$ cat src/sv/prn_pkg.sv
// prn_pkg: shared types and codes for the Paxos role node.
// Used by prn_front, prn_queue, prn_back and paxos_role_node.
// No dependencies.
package prn_pkg;

    // input opcodes
    localparam logic [2:0] OP_REQUEST  = 3'd0;
    localparam logic [2:0] OP_PREPARE  = 3'd1;
    localparam logic [2:0] OP_PROMISE  = 3'd2;
    localparam logic [2:0] OP_ACCEPT   = 3'd3;
    localparam logic [2:0] OP_ACCEPTED = 3'd4;

    // node roles
    localparam logic [1:0] ROLE_PROPOSER = 2'd0;
    localparam logic [1:0] ROLE_ACCEPTOR = 2'd1;
    localparam logic [1:0] ROLE_LEARNER  = 2'd2;

    // outgoing message kinds
    localparam logic [1:0] KIND_PREPARE  = 2'd0;
    localparam logic [1:0] KIND_PROMISE  = 2'd1;
    localparam logic [1:0] KIND_ACCEPT   = 2'd2;
    localparam logic [1:0] KIND_ACCEPTED = 2'd3;

    // destination groups
    localparam logic [1:0] GRP_PROPOSERS = 2'd0;
    localparam logic [1:0] GRP_ACCEPTORS = 2'd1;
    localparam logic [1:0] GRP_LEARNERS  = 2'd2;

    // configuration register indexes
    localparam logic [1:0] CFG_NODE_ROLE = 2'd0;
    localparam logic [1:0] CFG_QUORUM    = 2'd1;

    localparam int unsigned CFG_INDEX_BITS = 2;
    localparam int unsigned ROLE_BITS      = 2;
    localparam int unsigned COUNT_BITS     = 8;
    localparam logic [COUNT_BITS-1:0] COUNT_MAX     = '1;
    localparam logic [COUNT_BITS-1:0] QUORUM_RESET  = 8'd1;

    // job queue geometry
    localparam int unsigned Q_DEPTH    = 2;
    localparam int unsigned Q_PTR_BITS = 1;
    localparam int unsigned Q_CNT_BITS = 2;

    // control part of one queued job
    typedef struct packed {
        logic [1:0] kind;   // first outgoing message kind
        logic       dual;   // a second copy goes to the learners
    } job_ctrl_t;

endpackage

$ cat src/sv/prn_front.sv
// prn_front: accepts messages, holds role registers and node state,
// and turns each message into at most one job for the back end.
// Depends on prn_pkg.
module prn_front #(
    parameter int unsigned BALLOT_BITS = 32,
    parameter int unsigned VALUE_BITS  = 32
) (
    input  logic                               clk,
    input  logic                               rst_n,
    input  logic                               in_valid,
    output logic                               in_ready,
    input  logic [2:0]                         opcode,
    input  logic [BALLOT_BITS-1:0]             ballot,
    input  logic [BALLOT_BITS-1:0]             prior_ballot,
    input  logic [VALUE_BITS-1:0]              payload,
    input  logic                               cfg_valid,
    output logic                               cfg_ready,
    input  logic [prn_pkg::CFG_INDEX_BITS-1:0] cfg_index,
    input  logic [prn_pkg::COUNT_BITS-1:0]     cfg_data,
    input  logic                               q_full,
    output logic                               q_push,
    output prn_pkg::job_ctrl_t                 q_ctrl,
    output logic [BALLOT_BITS-1:0]             q_ballot,
    output logic [BALLOT_BITS-1:0]             q_prior,
    output logic [VALUE_BITS-1:0]              q_value
);
    import prn_pkg::*;

    logic [ROLE_BITS-1:0]   role_reg;
    logic [COUNT_BITS-1:0]  quorum_reg;
    logic [BALLOT_BITS-1:0] cur_ballot_reg, cur_ballot_next;
    logic [BALLOT_BITS-1:0] high_ballot_reg, high_ballot_next;
    logic [VALUE_BITS-1:0]  held_value_reg, held_value_next;
    logic [COUNT_BITS-1:0]  count_reg, count_next;
    logic                   accept;
    logic [BALLOT_BITS-1:0] ballot_inc;

    assign in_ready   = !q_full;
    assign cfg_ready  = 1'b1;
    assign accept     = in_valid && in_ready;
    assign ballot_inc = cur_ballot_reg + {{(BALLOT_BITS-1){1'b0}}, 1'b1};

    always_comb
    begin
        cur_ballot_next  = cur_ballot_reg;
        high_ballot_next = high_ballot_reg;
        held_value_next  = held_value_reg;
        count_next       = count_reg;
        q_push           = 1'b0;
        q_ctrl           = '{kind: KIND_PREPARE, dual: 1'b0};
        q_ballot         = '0;
        q_prior          = '0;
        q_value          = '0;
        unique case (role_reg)
            ROLE_PROPOSER:
            begin
                if (opcode == OP_REQUEST)
                begin
                    cur_ballot_next = ballot_inc;
                    count_next      = '0;
                    held_value_next = payload;
                    q_push          = 1'b1;
                    q_ctrl.kind     = KIND_PREPARE;
                    q_ballot        = ballot_inc;
                end
                else if (opcode == OP_PROMISE && ballot == cur_ballot_reg)
                begin
                    if (high_ballot_reg < prior_ballot)
                    begin
                        high_ballot_next = prior_ballot;
                        held_value_next  = payload;
                    end
                    if (count_reg != COUNT_MAX)
                        count_next = count_reg + {{(COUNT_BITS-1){1'b0}}, 1'b1};
                    if (count_reg == quorum_reg)
                    begin
                        q_push      = 1'b1;
                        q_ctrl.kind = KIND_ACCEPT;
                        q_ballot    = cur_ballot_reg;
                        q_value     = held_value_reg;
                    end
                end
            end
            ROLE_ACCEPTOR:
            begin
                if (opcode == OP_PREPARE && cur_ballot_reg < ballot)
                begin
                    cur_ballot_next = ballot;
                    q_push          = 1'b1;
                    q_ctrl.kind     = KIND_PROMISE;
                    q_ballot        = ballot;
                    q_prior         = high_ballot_reg;
                    q_value         = held_value_reg;
                end
                else if (opcode == OP_ACCEPT && cur_ballot_reg <= ballot)
                begin
                    high_ballot_next = ballot;
                    held_value_next  = payload;
                    q_push           = 1'b1;
                    q_ctrl.kind      = KIND_ACCEPTED;
                    q_ctrl.dual      = 1'b1;
                    q_ballot         = ballot;
                    q_value          = payload;
                end
            end
            ROLE_LEARNER:
            begin
                if (opcode == OP_ACCEPTED)
                    held_value_next = payload;
            end
            default:
            begin
            end
        endcase
        if (!accept)
            q_push = 1'b0;
    end

    always_ff @(posedge clk or negedge rst_n)
    begin
        if (!rst_n)
        begin
            role_reg        <= ROLE_PROPOSER;
            quorum_reg      <= QUORUM_RESET;
            cur_ballot_reg  <= '0;
            high_ballot_reg <= '0;
            held_value_reg  <= '0;
            count_reg       <= '0;
        end
        else
        begin
            if (cfg_valid && cfg_ready)
            begin
                if (cfg_index == CFG_NODE_ROLE)
                    role_reg <= cfg_data[ROLE_BITS-1:0];
                else if (cfg_index == CFG_QUORUM)
                    quorum_reg <= cfg_data;
            end
            if (accept)
            begin
                cur_ballot_reg  <= cur_ballot_next;
                high_ballot_reg <= high_ballot_next;
                held_value_reg  <= held_value_next;
                count_reg       <= count_next;
            end
        end
    end

endmodule

$ cat src/sv/prn_queue.sv
// prn_queue: two-entry job queue between front and back end.
// Depends on prn_pkg.
module prn_queue #(
    parameter int unsigned BALLOT_BITS = 32,
    parameter int unsigned VALUE_BITS  = 32
) (
    input  logic                   clk,
    input  logic                   rst_n,
    input  logic                   push,
    input  prn_pkg::job_ctrl_t     push_ctrl,
    input  logic [BALLOT_BITS-1:0] push_ballot,
    input  logic [BALLOT_BITS-1:0] push_prior,
    input  logic [VALUE_BITS-1:0]  push_value,
    output logic                   full,
    output logic                   empty,
    input  logic                   pop,
    output prn_pkg::job_ctrl_t     head_ctrl,
    output logic [BALLOT_BITS-1:0] head_ballot,
    output logic [BALLOT_BITS-1:0] head_prior,
    output logic [VALUE_BITS-1:0]  head_value
);
    import prn_pkg::*;

    job_ctrl_t              ctrl_mem   [Q_DEPTH];
    logic [BALLOT_BITS-1:0] ballot_mem [Q_DEPTH];
    logic [BALLOT_BITS-1:0] prior_mem  [Q_DEPTH];
    logic [VALUE_BITS-1:0]  value_mem  [Q_DEPTH];
    logic [Q_PTR_BITS-1:0]  wr_ptr_reg, rd_ptr_reg;
    logic [Q_CNT_BITS-1:0]  count_reg;
    logic                   do_push, do_pop;

    assign full    = (count_reg == Q_CNT_BITS'(Q_DEPTH));
    assign empty   = (count_reg == '0);
    assign do_push = push && !full;
    assign do_pop  = pop && !empty;

    assign head_ctrl   = ctrl_mem[rd_ptr_reg];
    assign head_ballot = ballot_mem[rd_ptr_reg];
    assign head_prior  = prior_mem[rd_ptr_reg];
    assign head_value  = value_mem[rd_ptr_reg];

    always_ff @(posedge clk)
    begin
        if (do_push)
        begin
            ctrl_mem[wr_ptr_reg]   <= push_ctrl;
            ballot_mem[wr_ptr_reg] <= push_ballot;
            prior_mem[wr_ptr_reg]  <= push_prior;
            value_mem[wr_ptr_reg]  <= push_value;
        end
    end

    always_ff @(posedge clk or negedge rst_n)
    begin
        if (!rst_n)
        begin
            wr_ptr_reg <= '0;
            rd_ptr_reg <= '0;
            count_reg  <= '0;
        end
        else
        begin
            if (do_push)
                wr_ptr_reg <= wr_ptr_reg + Q_PTR_BITS'(1);
            if (do_pop)
                rd_ptr_reg <= rd_ptr_reg + Q_PTR_BITS'(1);
            if (do_push && !do_pop)
                count_reg <= count_reg + Q_CNT_BITS'(1);
            else if (do_pop && !do_push)
                count_reg <= count_reg - Q_CNT_BITS'(1);
        end
    end

endmodule

$ cat src/sv/prn_back.sv
// prn_back: drains jobs and drives the registered output channel,
// splitting an accepted job into its proposer and learner copies.
// Depends on prn_pkg.
module prn_back #(
    parameter int unsigned BALLOT_BITS = 32,
    parameter int unsigned VALUE_BITS  = 32
) (
    input  logic                   clk,
    input  logic                   rst_n,
    input  logic                   q_empty,
    output logic                   q_pop,
    input  prn_pkg::job_ctrl_t     q_ctrl,
    input  logic [BALLOT_BITS-1:0] q_ballot,
    input  logic [BALLOT_BITS-1:0] q_prior,
    input  logic [VALUE_BITS-1:0]  q_value,
    output logic                   out_valid,
    input  logic                   out_ready,
    output logic [1:0]             out_kind,
    output logic [1:0]             dest_group,
    output logic [BALLOT_BITS-1:0] out_ballot,
    output logic [BALLOT_BITS-1:0] out_prior_ballot,
    output logic [VALUE_BITS-1:0]  out_value,
    output logic                   last
);
    import prn_pkg::*;

    logic                   valid_reg, valid_next;
    logic                   pending_reg, pending_next;
    logic [1:0]             kind_reg;
    logic [1:0]             grp_reg, grp_next;
    logic [BALLOT_BITS-1:0] ballot_reg;
    logic [BALLOT_BITS-1:0] prior_reg;
    logic [VALUE_BITS-1:0]  value_reg;
    logic                   last_reg, last_next;
    logic                   slot_free;
    logic                   load_second;

    assign slot_free   = !valid_reg || out_ready;
    assign load_second = slot_free && pending_reg;
    assign q_pop       = slot_free && !pending_reg && !q_empty;

    always_comb
    begin
        unique case (q_ctrl.kind)
            KIND_PREPARE:  grp_next = GRP_ACCEPTORS;
            KIND_PROMISE:  grp_next = GRP_PROPOSERS;
            KIND_ACCEPT:   grp_next = GRP_ACCEPTORS;
            KIND_ACCEPTED: grp_next = GRP_PROPOSERS;
            default:       grp_next = GRP_PROPOSERS;
        endcase
        last_next = !q_ctrl.dual;
    end

    always_comb
    begin
        valid_next   = valid_reg;
        pending_next = pending_reg;
        priority if (load_second)
        begin
            valid_next   = 1'b1;
            pending_next = 1'b0;
        end
        else if (q_pop)
        begin
            valid_next   = 1'b1;
            pending_next = q_ctrl.dual;
        end
        else if (slot_free)
        begin
            valid_next = 1'b0;
        end
    end

    always_ff @(posedge clk or negedge rst_n)
    begin
        if (!rst_n)
        begin
            valid_reg   <= 1'b0;
            pending_reg <= 1'b0;
        end
        else
        begin
            valid_reg   <= valid_next;
            pending_reg <= pending_next;
        end
    end

    // second copy of an accepted keeps ballot and value, retargets learners
    always_ff @(posedge clk)
    begin
        if (load_second)
        begin
            grp_reg  <= GRP_LEARNERS;
            last_reg <= 1'b1;
        end
        else if (q_pop)
        begin
            kind_reg   <= q_ctrl.kind;
            grp_reg    <= grp_next;
            ballot_reg <= q_ballot;
            prior_reg  <= q_prior;
            value_reg  <= q_value;
            last_reg   <= last_next;
        end
    end

    assign out_valid        = valid_reg;
    assign out_kind         = kind_reg;
    assign dest_group       = grp_reg;
    assign out_ballot       = ballot_reg;
    assign out_prior_ballot = prior_reg;
    assign out_value        = value_reg;
    assign last             = last_reg;

endmodule

$ cat src/sv/paxos_role_node.sv
// paxos_role_node: top level of the single-decree Paxos role node.
// Instantiates prn_front, prn_queue and prn_back; uses prn_pkg.
//
//   channel | signals                                        | dir
//   --------+------------------------------------------------+-----
//   in      | in_valid/in_ready, opcode, ballot, prior_ballot,| in
//           | payload                                        |
//   out     | out_valid/out_ready, out_kind, dest_group,     | out
//           | out_ballot, out_prior_ballot, out_value, last  |
//   cfg     | cfg_valid/cfg_ready, cfg_index, cfg_data       | in
//
// One message is taken per cycle while the job queue is not full; state
// updates at acceptance in the front. Each message yields 0, 1 or 2
// outputs, one per cycle from the back end's output register while
// out_ready is high. A two-entry job queue separates the halves; the input
// stalls only when it is full. cfg_ready is always high. Reset is async.
module paxos_role_node #(
    parameter int unsigned BALLOT_BITS = 32,
    parameter int unsigned VALUE_BITS  = 32
) (
    input  logic                               clk,
    input  logic                               rst_n,
    input  logic                               in_valid,
    output logic                               in_ready,
    input  logic [2:0]                         opcode,
    input  logic [BALLOT_BITS-1:0]             ballot,
    input  logic [BALLOT_BITS-1:0]             prior_ballot,
    input  logic [VALUE_BITS-1:0]              payload,
    output logic                               out_valid,
    input  logic                               out_ready,
    output logic [1:0]                         out_kind,
    output logic [1:0]                         dest_group,
    output logic [BALLOT_BITS-1:0]             out_ballot,
    output logic [BALLOT_BITS-1:0]             out_prior_ballot,
    output logic [VALUE_BITS-1:0]              out_value,
    output logic                               last,
    input  logic                               cfg_valid,
    output logic                               cfg_ready,
    input  logic [prn_pkg::CFG_INDEX_BITS-1:0] cfg_index,
    input  logic [prn_pkg::COUNT_BITS-1:0]     cfg_data
);
    import prn_pkg::*;

    logic                   q_full, q_empty, q_push, q_pop;
    job_ctrl_t              push_ctrl, head_ctrl;
    logic [BALLOT_BITS-1:0] push_ballot, push_prior, head_ballot, head_prior;
    logic [VALUE_BITS-1:0]  push_value, head_value;

    prn_front #(
        .BALLOT_BITS (BALLOT_BITS),
        .VALUE_BITS  (VALUE_BITS)
    ) u_front (
        .clk          (clk),
        .rst_n        (rst_n),
        .in_valid     (in_valid),
        .in_ready     (in_ready),
        .opcode       (opcode),
        .ballot       (ballot),
        .prior_ballot (prior_ballot),
        .payload      (payload),
        .cfg_valid    (cfg_valid),
        .cfg_ready    (cfg_ready),
        .cfg_index    (cfg_index),
        .cfg_data     (cfg_data),
        .q_full       (q_full),
        .q_push       (q_push),
        .q_ctrl       (push_ctrl),
        .q_ballot     (push_ballot),
        .q_prior      (push_prior),
        .q_value      (push_value)
    );

    prn_queue #(
        .BALLOT_BITS (BALLOT_BITS),
        .VALUE_BITS  (VALUE_BITS)
    ) u_queue (
        .clk         (clk),
        .rst_n       (rst_n),
        .push        (q_push),
        .push_ctrl   (push_ctrl),
        .push_ballot (push_ballot),
        .push_prior  (push_prior),
        .push_value  (push_value),
        .full        (q_full),
        .empty       (q_empty),
        .pop         (q_pop),
        .head_ctrl   (head_ctrl),
        .head_ballot (head_ballot),
        .head_prior  (head_prior),
        .head_value  (head_value)
    );

    prn_back #(
        .BALLOT_BITS (BALLOT_BITS),
        .VALUE_BITS  (VALUE_BITS)
    ) u_back (
        .clk              (clk),
        .rst_n            (rst_n),
        .q_empty          (q_empty),
        .q_pop            (q_pop),
        .q_ctrl           (head_ctrl),
        .q_ballot         (head_ballot),
        .q_prior          (head_prior),
        .q_value          (head_value),
        .out_valid        (out_valid),
        .out_ready        (out_ready),
        .out_kind         (out_kind),
        .dest_group       (dest_group),
        .out_ballot       (out_ballot),
        .out_prior_ballot (out_prior_ballot),
        .out_value        (out_value),
        .last             (last)
    );

endmodule
$ cat config.mk
export PLATFORM = sky130hd
export DESIGN_NAME = paxos_role_node
export DESIGN_NICKNAME = d
export VERILOG_FILES = /design/src/sv/prn_pkg.sv /design/src/sv/prn_front.sv /design/src/sv/prn_queue.sv /design/src/sv/prn_back.sv /design/src/sv/paxos_role_node.sv
export SDC_FILE = /design/constraint.sdc
export NUM_CORES = 1
export LEC_CHECK = 0
export ABC_AREA = 1
export BUFFER_PORTS_ARGS = -buffer_cell sky130_fd_sc_hd__clkbuf_2
export CAP_MARGIN = 40
export CORE_AREA = 2 2 268 270
export CTS_CLUSTER_DIAMETER = 200
export CTS_CLUSTER_SIZE = 10
export DETAILED_ROUTE_END_ITERATION = 8
export DIE_AREA = 0 0 270 272
export PLACE_DENSITY = 0.43
export SLEW_MARGIN = 20
export SYNTH_ARGS = -nofsm -noshare
export SYNTH_HDL_FRONTEND = slang
export SYNTH_SLANG_ARGS = --single-unit
$ cat constraint.sdc
create_clock -name clk -period 8.6 [get_ports clk]
set_clock_uncertainty 0.2 [all_clocks]
set_input_delay 0.43 -clock clk [delete_from_list [all_inputs] [get_ports clk]]
set_output_delay 0.43 -clock clk [all_outputs]
set_load 0.03 [all_outputs]
==> results.txt <==
----------------------------------------------------
[Cells and area]
  Post-Route Utilization ... 33.48%
  Largest registers ... u_queue.ballot_mem (64), u_queue.prior_mem (64), u_queue.value_mem (64)
  Share of post-route cells with drive strength above 1 ... 14.48%
  Fillers ... 7326
  Synth-to-layout area growth ... 20.89%
  Post-layout net count ... about 2500

[Timing]
  Accumulated negative setup slack ... 0 ns
  Least-Margin Pin Slew ... 0.7946 ns
  RSZ-0062 raised after global routing ... false
  Max_slew headroom ... 46.36%
  Highest clock rate ... 0.2211 GHz
  Number of hold violations in the final report ... 0
  Setup violators final ... 0
  Min Tclk post-route ... 4.523 ns
  Fin crit share ... 52.59%
  Final count of pins violating max slew ... 0

[Pwr]
  Maximum vdd ir drop ... ~0.13 mV
  Leak Pwr ... 10.57 nW
  Internal power contribution ... 0.004547 W
  Gate power share ... approximately a third
  Sequential fraction of design power ... 42.2%
  Clk network pwr share ... about a quarter
  Power density normalized to cell area ... 318.1 nW/um^2
  Switching power share of the total ... 39.66%
  Sw power ... 0.002988 W

[Route]
  Number of design-rule violations left by the first detailed-router iteration ... 1079
  Detailed-route vias per instance ... roughly 4.5
  Total number of vias ... 14860
  Wire length after detailed routing ... 61.31 mm
  Antenna viol nets, final ... 0
  Drt drc ... 0
  Pre-antenna DRT Iters ... 6
  Routed WL per cell ... 18.69 um

[Clocking]
  Cell at the root of the clock tree ... sky130_fd_sc_hd__clkbuf_16
  H-tree Lvls ... 2
  Clk slew on worst S/H paths ... roughly 0.070 ns
  Total clock buffers created by CTS ... between 40 and 50
  Post_cts resized ... 0
  Clock tree from TritonCTS ... built
  Worst skew pair latency ... 0.58 ns
  Max Buffers Root-to-Sink ... 3
  Clock sink count ... 419
  Number of buffers added for setup after CTS ... 0

[Floorplanning]
  Starting Density ... 27.69%
  Core outline area ... 70750 sq um
  Die Height ... 272 um
  Die X-Extent ... 270 um
  Overall die area ... 73440 sq um
  Rows ... 98
  Number of top-level pins ... 218

[Global route]
  Number of global-route vias before repair ... 14700
  Pin count of the biggest net entering global routing ... 82
  Total congestion overflow after global routing ... 0
  Number of antenna violations at the first check in global routing ... 1
  Global-route total usage across every layer ... 16.55%
  Wire length of the first global-routing pass ... around 93 mm

[Critical path]
  Nature of the critical path endpoint ... register
  WP data required ... 8.65 ns
  Crit Path Class ... register to register
  Launching element type of the critical path ... register
  Biggest fanout along the worst timing path ... 35
  Arrival time at the worst endpoint ... between 4 and 5 ns

[Synthesis]
  Distinct cell type count of the synthesized netlist ... 46
  Cell Area, Synth ... between 15000 and 20000 sq um
  Number of enable-type register cells in the synthesized netlist ... 296
  Syn nets ... 2212
  Synthesized area per cell ... 9.643 sq um
  Flops & latches, synth ... 419
  Async S/R FF share, synth ... 28.64%
  Sequential cell area fraction in the yosys report ... 61.00%
  Area share of the largest cell type after synthesis ... 45.36%
  Synth top area cells ... sky130_fd_sc_hd__edfxtp_1, sky130_fd_sc_hd__dfrtp_1, sky130_fd_sc_hd__nand2_1
  Most frequent cell after synthesis ... sky130_fd_sc_hd__nand2_1
  Cell type with the highest aggregate area in the netlist ... sky130_fd_sc_hd__edfxtp_1
  Yosys synthesis warning count ... 0
  Top cells by instance count after synthesis ... sky130_fd_sc_hd__nand2_1, sky130_fd_sc_hd__edfxtp_1, sky130_fd_sc_hd__inv_1, sky130_fd_sc_hd__nor2_1, sky130_fd_sc_hd__nand3_1
  Dominant synthesized flop cell ... sky130_fd_sc_hd__edfxtp_1
  Synthesized instance count ... 2032

[Worst hold path]
  Type of the tightest min-delay check ... input pin to register

[Placed design]
  HPWL reported at the end of detailed placement ... around 42 mm
  Global placer's final weighted congestion ... 0.8339
  IO buf count ... approximately 220

[Run status]
  Status ... finished, final reports clean

[Run]
  Max-Cap Viols ... 0

----------------------------------------------------
-- critical path, cell delays in order, from the launching register on --
cell	delay (ns)
sky130_fd_sc_hd__dfrtp_1	0.44
sky130_fd_sc_hd__ha_1	0.31
sky130_fd_sc_hd__a21o_1	0.18
sky130_fd_sc_hd__o21ai_1	0.16
sky130_fd_sc_hd__nand2_1	0.07
sky130_fd_sc_hd__a21oi_1	0.35
sky130_fd_sc_hd__nand2_1	0.10
sky130_fd_sc_hd__nand2_1	0.07
sky130_fd_sc_hd__nand2_1	0.11
sky130_fd_sc_hd__nand2_1	0.24
sky130_fd_sc_hd__nand2_1	0.12
sky130_fd_sc_hd__nand2_1	0.10
sky130_fd_sc_hd__nand2_1	0.12
sky130_fd_sc_hd__nor2_4	0.30
sky130_fd_sc_hd__buf_4	0.55
sky130_fd_sc_hd__buf_4	0.43
sky130_fd_sc_hd__buf_12	0.30
-- kinds of logic (layout without fill, tap and decap cells) --
logic type	after synthesis	in the layout	share of synthesized area (%)
AO/OA/AOI/OAI	210	210	5.888
XOR/XNOR	29	29	1.296
adder cells (fa/ha/maj)	66	66	4.215
buffers and inverters	260	556	5.453
flip-flops	419	419	61.00
multiplexers	6	6	0.3448
other	1	4	0.01914
AND/OR/NAND/NOR	1041	1041	21.78
-- stage by stage --
step / total power (W) / setup WS, ns / cell area [sq um] / cells / hold WS [ns]
floorplan: 0.004810 / 1.869 / 19590 / 2032 / -0.06559
global placement: 0.005656 / 3.820 / 21630 / 3136 / 0.2005
detailed placement: 0.005717 / 3.820 / 21780 / 3142 / 0.2116
CTS: 0.007653 / 3.930 / 23600 / 3275 / 0.005091
global route: 0.008048 / 3.670 / 23680 / 3278 / 0.05333
finish: 0.007535 / 4.077 / 23690 / 3281 / 0.04305
-- power by group through the flow --
stage                     registers (W)  clock network (W)  logic (W)
after floorplan                 0.00356                  0    0.00125
after global placement          0.00321                  0    0.00244
after detailed placement        0.00322                  0    0.00250
after CTS                       0.00318            0.00194    0.00252
after global routing            0.00324            0.00202    0.00278
final                           0.00318            0.00187    0.00249
-- cells in the final DEF (no fill, tap or decap), types with 7 or more instances in the layout --
cell type,Yosys,final
sky130_fd_sc_hd__xnor2_1,7,7
sky130_fd_sc_hd__nor2_4,5,7
sky130_fd_sc_hd__nand2_1,723,723
sky130_fd_sc_hd__nor3_1,19,19
sky130_fd_sc_hd__xor2_1,22,22
sky130_fd_sc_hd__o22ai_1,14,14
sky130_fd_sc_hd__buf_4,5,18
sky130_fd_sc_hd__clkbuf_2,0,215
sky130_fd_sc_hd__nor2_2,6,7
sky130_fd_sc_hd__nand4_1,15,15
sky130_fd_sc_hd__edfxtp_1,296,296
sky130_fd_sc_hd__nand3_1,122,122
sky130_fd_sc_hd__ha_1,66,66
sky130_fd_sc_hd__dlygate4sd3_1,0,45
sky130_fd_sc_hd__inv_1,175,173
sky130_fd_sc_hd__nor2_1,127,124
sky130_fd_sc_hd__dfrtp_1,119,118
sky130_fd_sc_hd__a21oi_1,73,73
sky130_fd_sc_hd__o21ai_0,89,89
sky130_fd_sc_hd__clkbuf_16,0,48
sky130_fd_sc_hd__clkbuf_1,32,38
-- cell type report --
cell class	count	area, sq um	share of cell area (%)
clock buffer	86	1344	5.673
multi-input combinational	1353	6590	27.82
inverter	181	688.2	2.905
timing repair buffer	287	1887	7.966
clock inverter	2	25.02	0.1056
antenna	3	7.507	0.03169
sequential	419	11960	50.48
tap	950	1189	5.018
-- worst paths after layout --
check / start / to / depth (start not counted) / slack, ns
worst max-delay path: u_front.cur_ballot_reg[19] / u_queue.value_mem[1][31] / 16 / 4.08
worst min-delay path: out_ready / u_back.out_valid / 4 / 0.04
worst max register to register: u_front.cur_ballot_reg[19] / u_queue.value_mem[1][31] / 16 / 4.08
worst min register to register: u_front.held_value_reg[2] / u_front.held_value_reg[2] / 2 / 0.27
max in group asynchronous: rst_n / u_queue.rd_ptr_reg / 3 / 6.98
min in group asynchronous: rst_n / u_front.held_value_reg[20] / 2 / 0.15
-- per-layer routing --
metal / vias up / wire (um) / global-route usage [%]
met4: 2 / 901 / 3.319
met2: 371 / 28970 / 27.21
li1: 7260 / - / -
met1: 7173 / 27800 / 22.77
met3: 57 / 3634 / 3.174
met5: - / 13 / 0
-- repair_timing --
| action | 4_1_cts | 5_1_grt |
|---|---|---|
| hold buffers | 45 | 0 |
| endpoints found under the hold margin | 131 | 0 |
| endpoints found under the setup margin | 0 | 0 |
No activity file was read; power rests on OpenSTA's default activity.
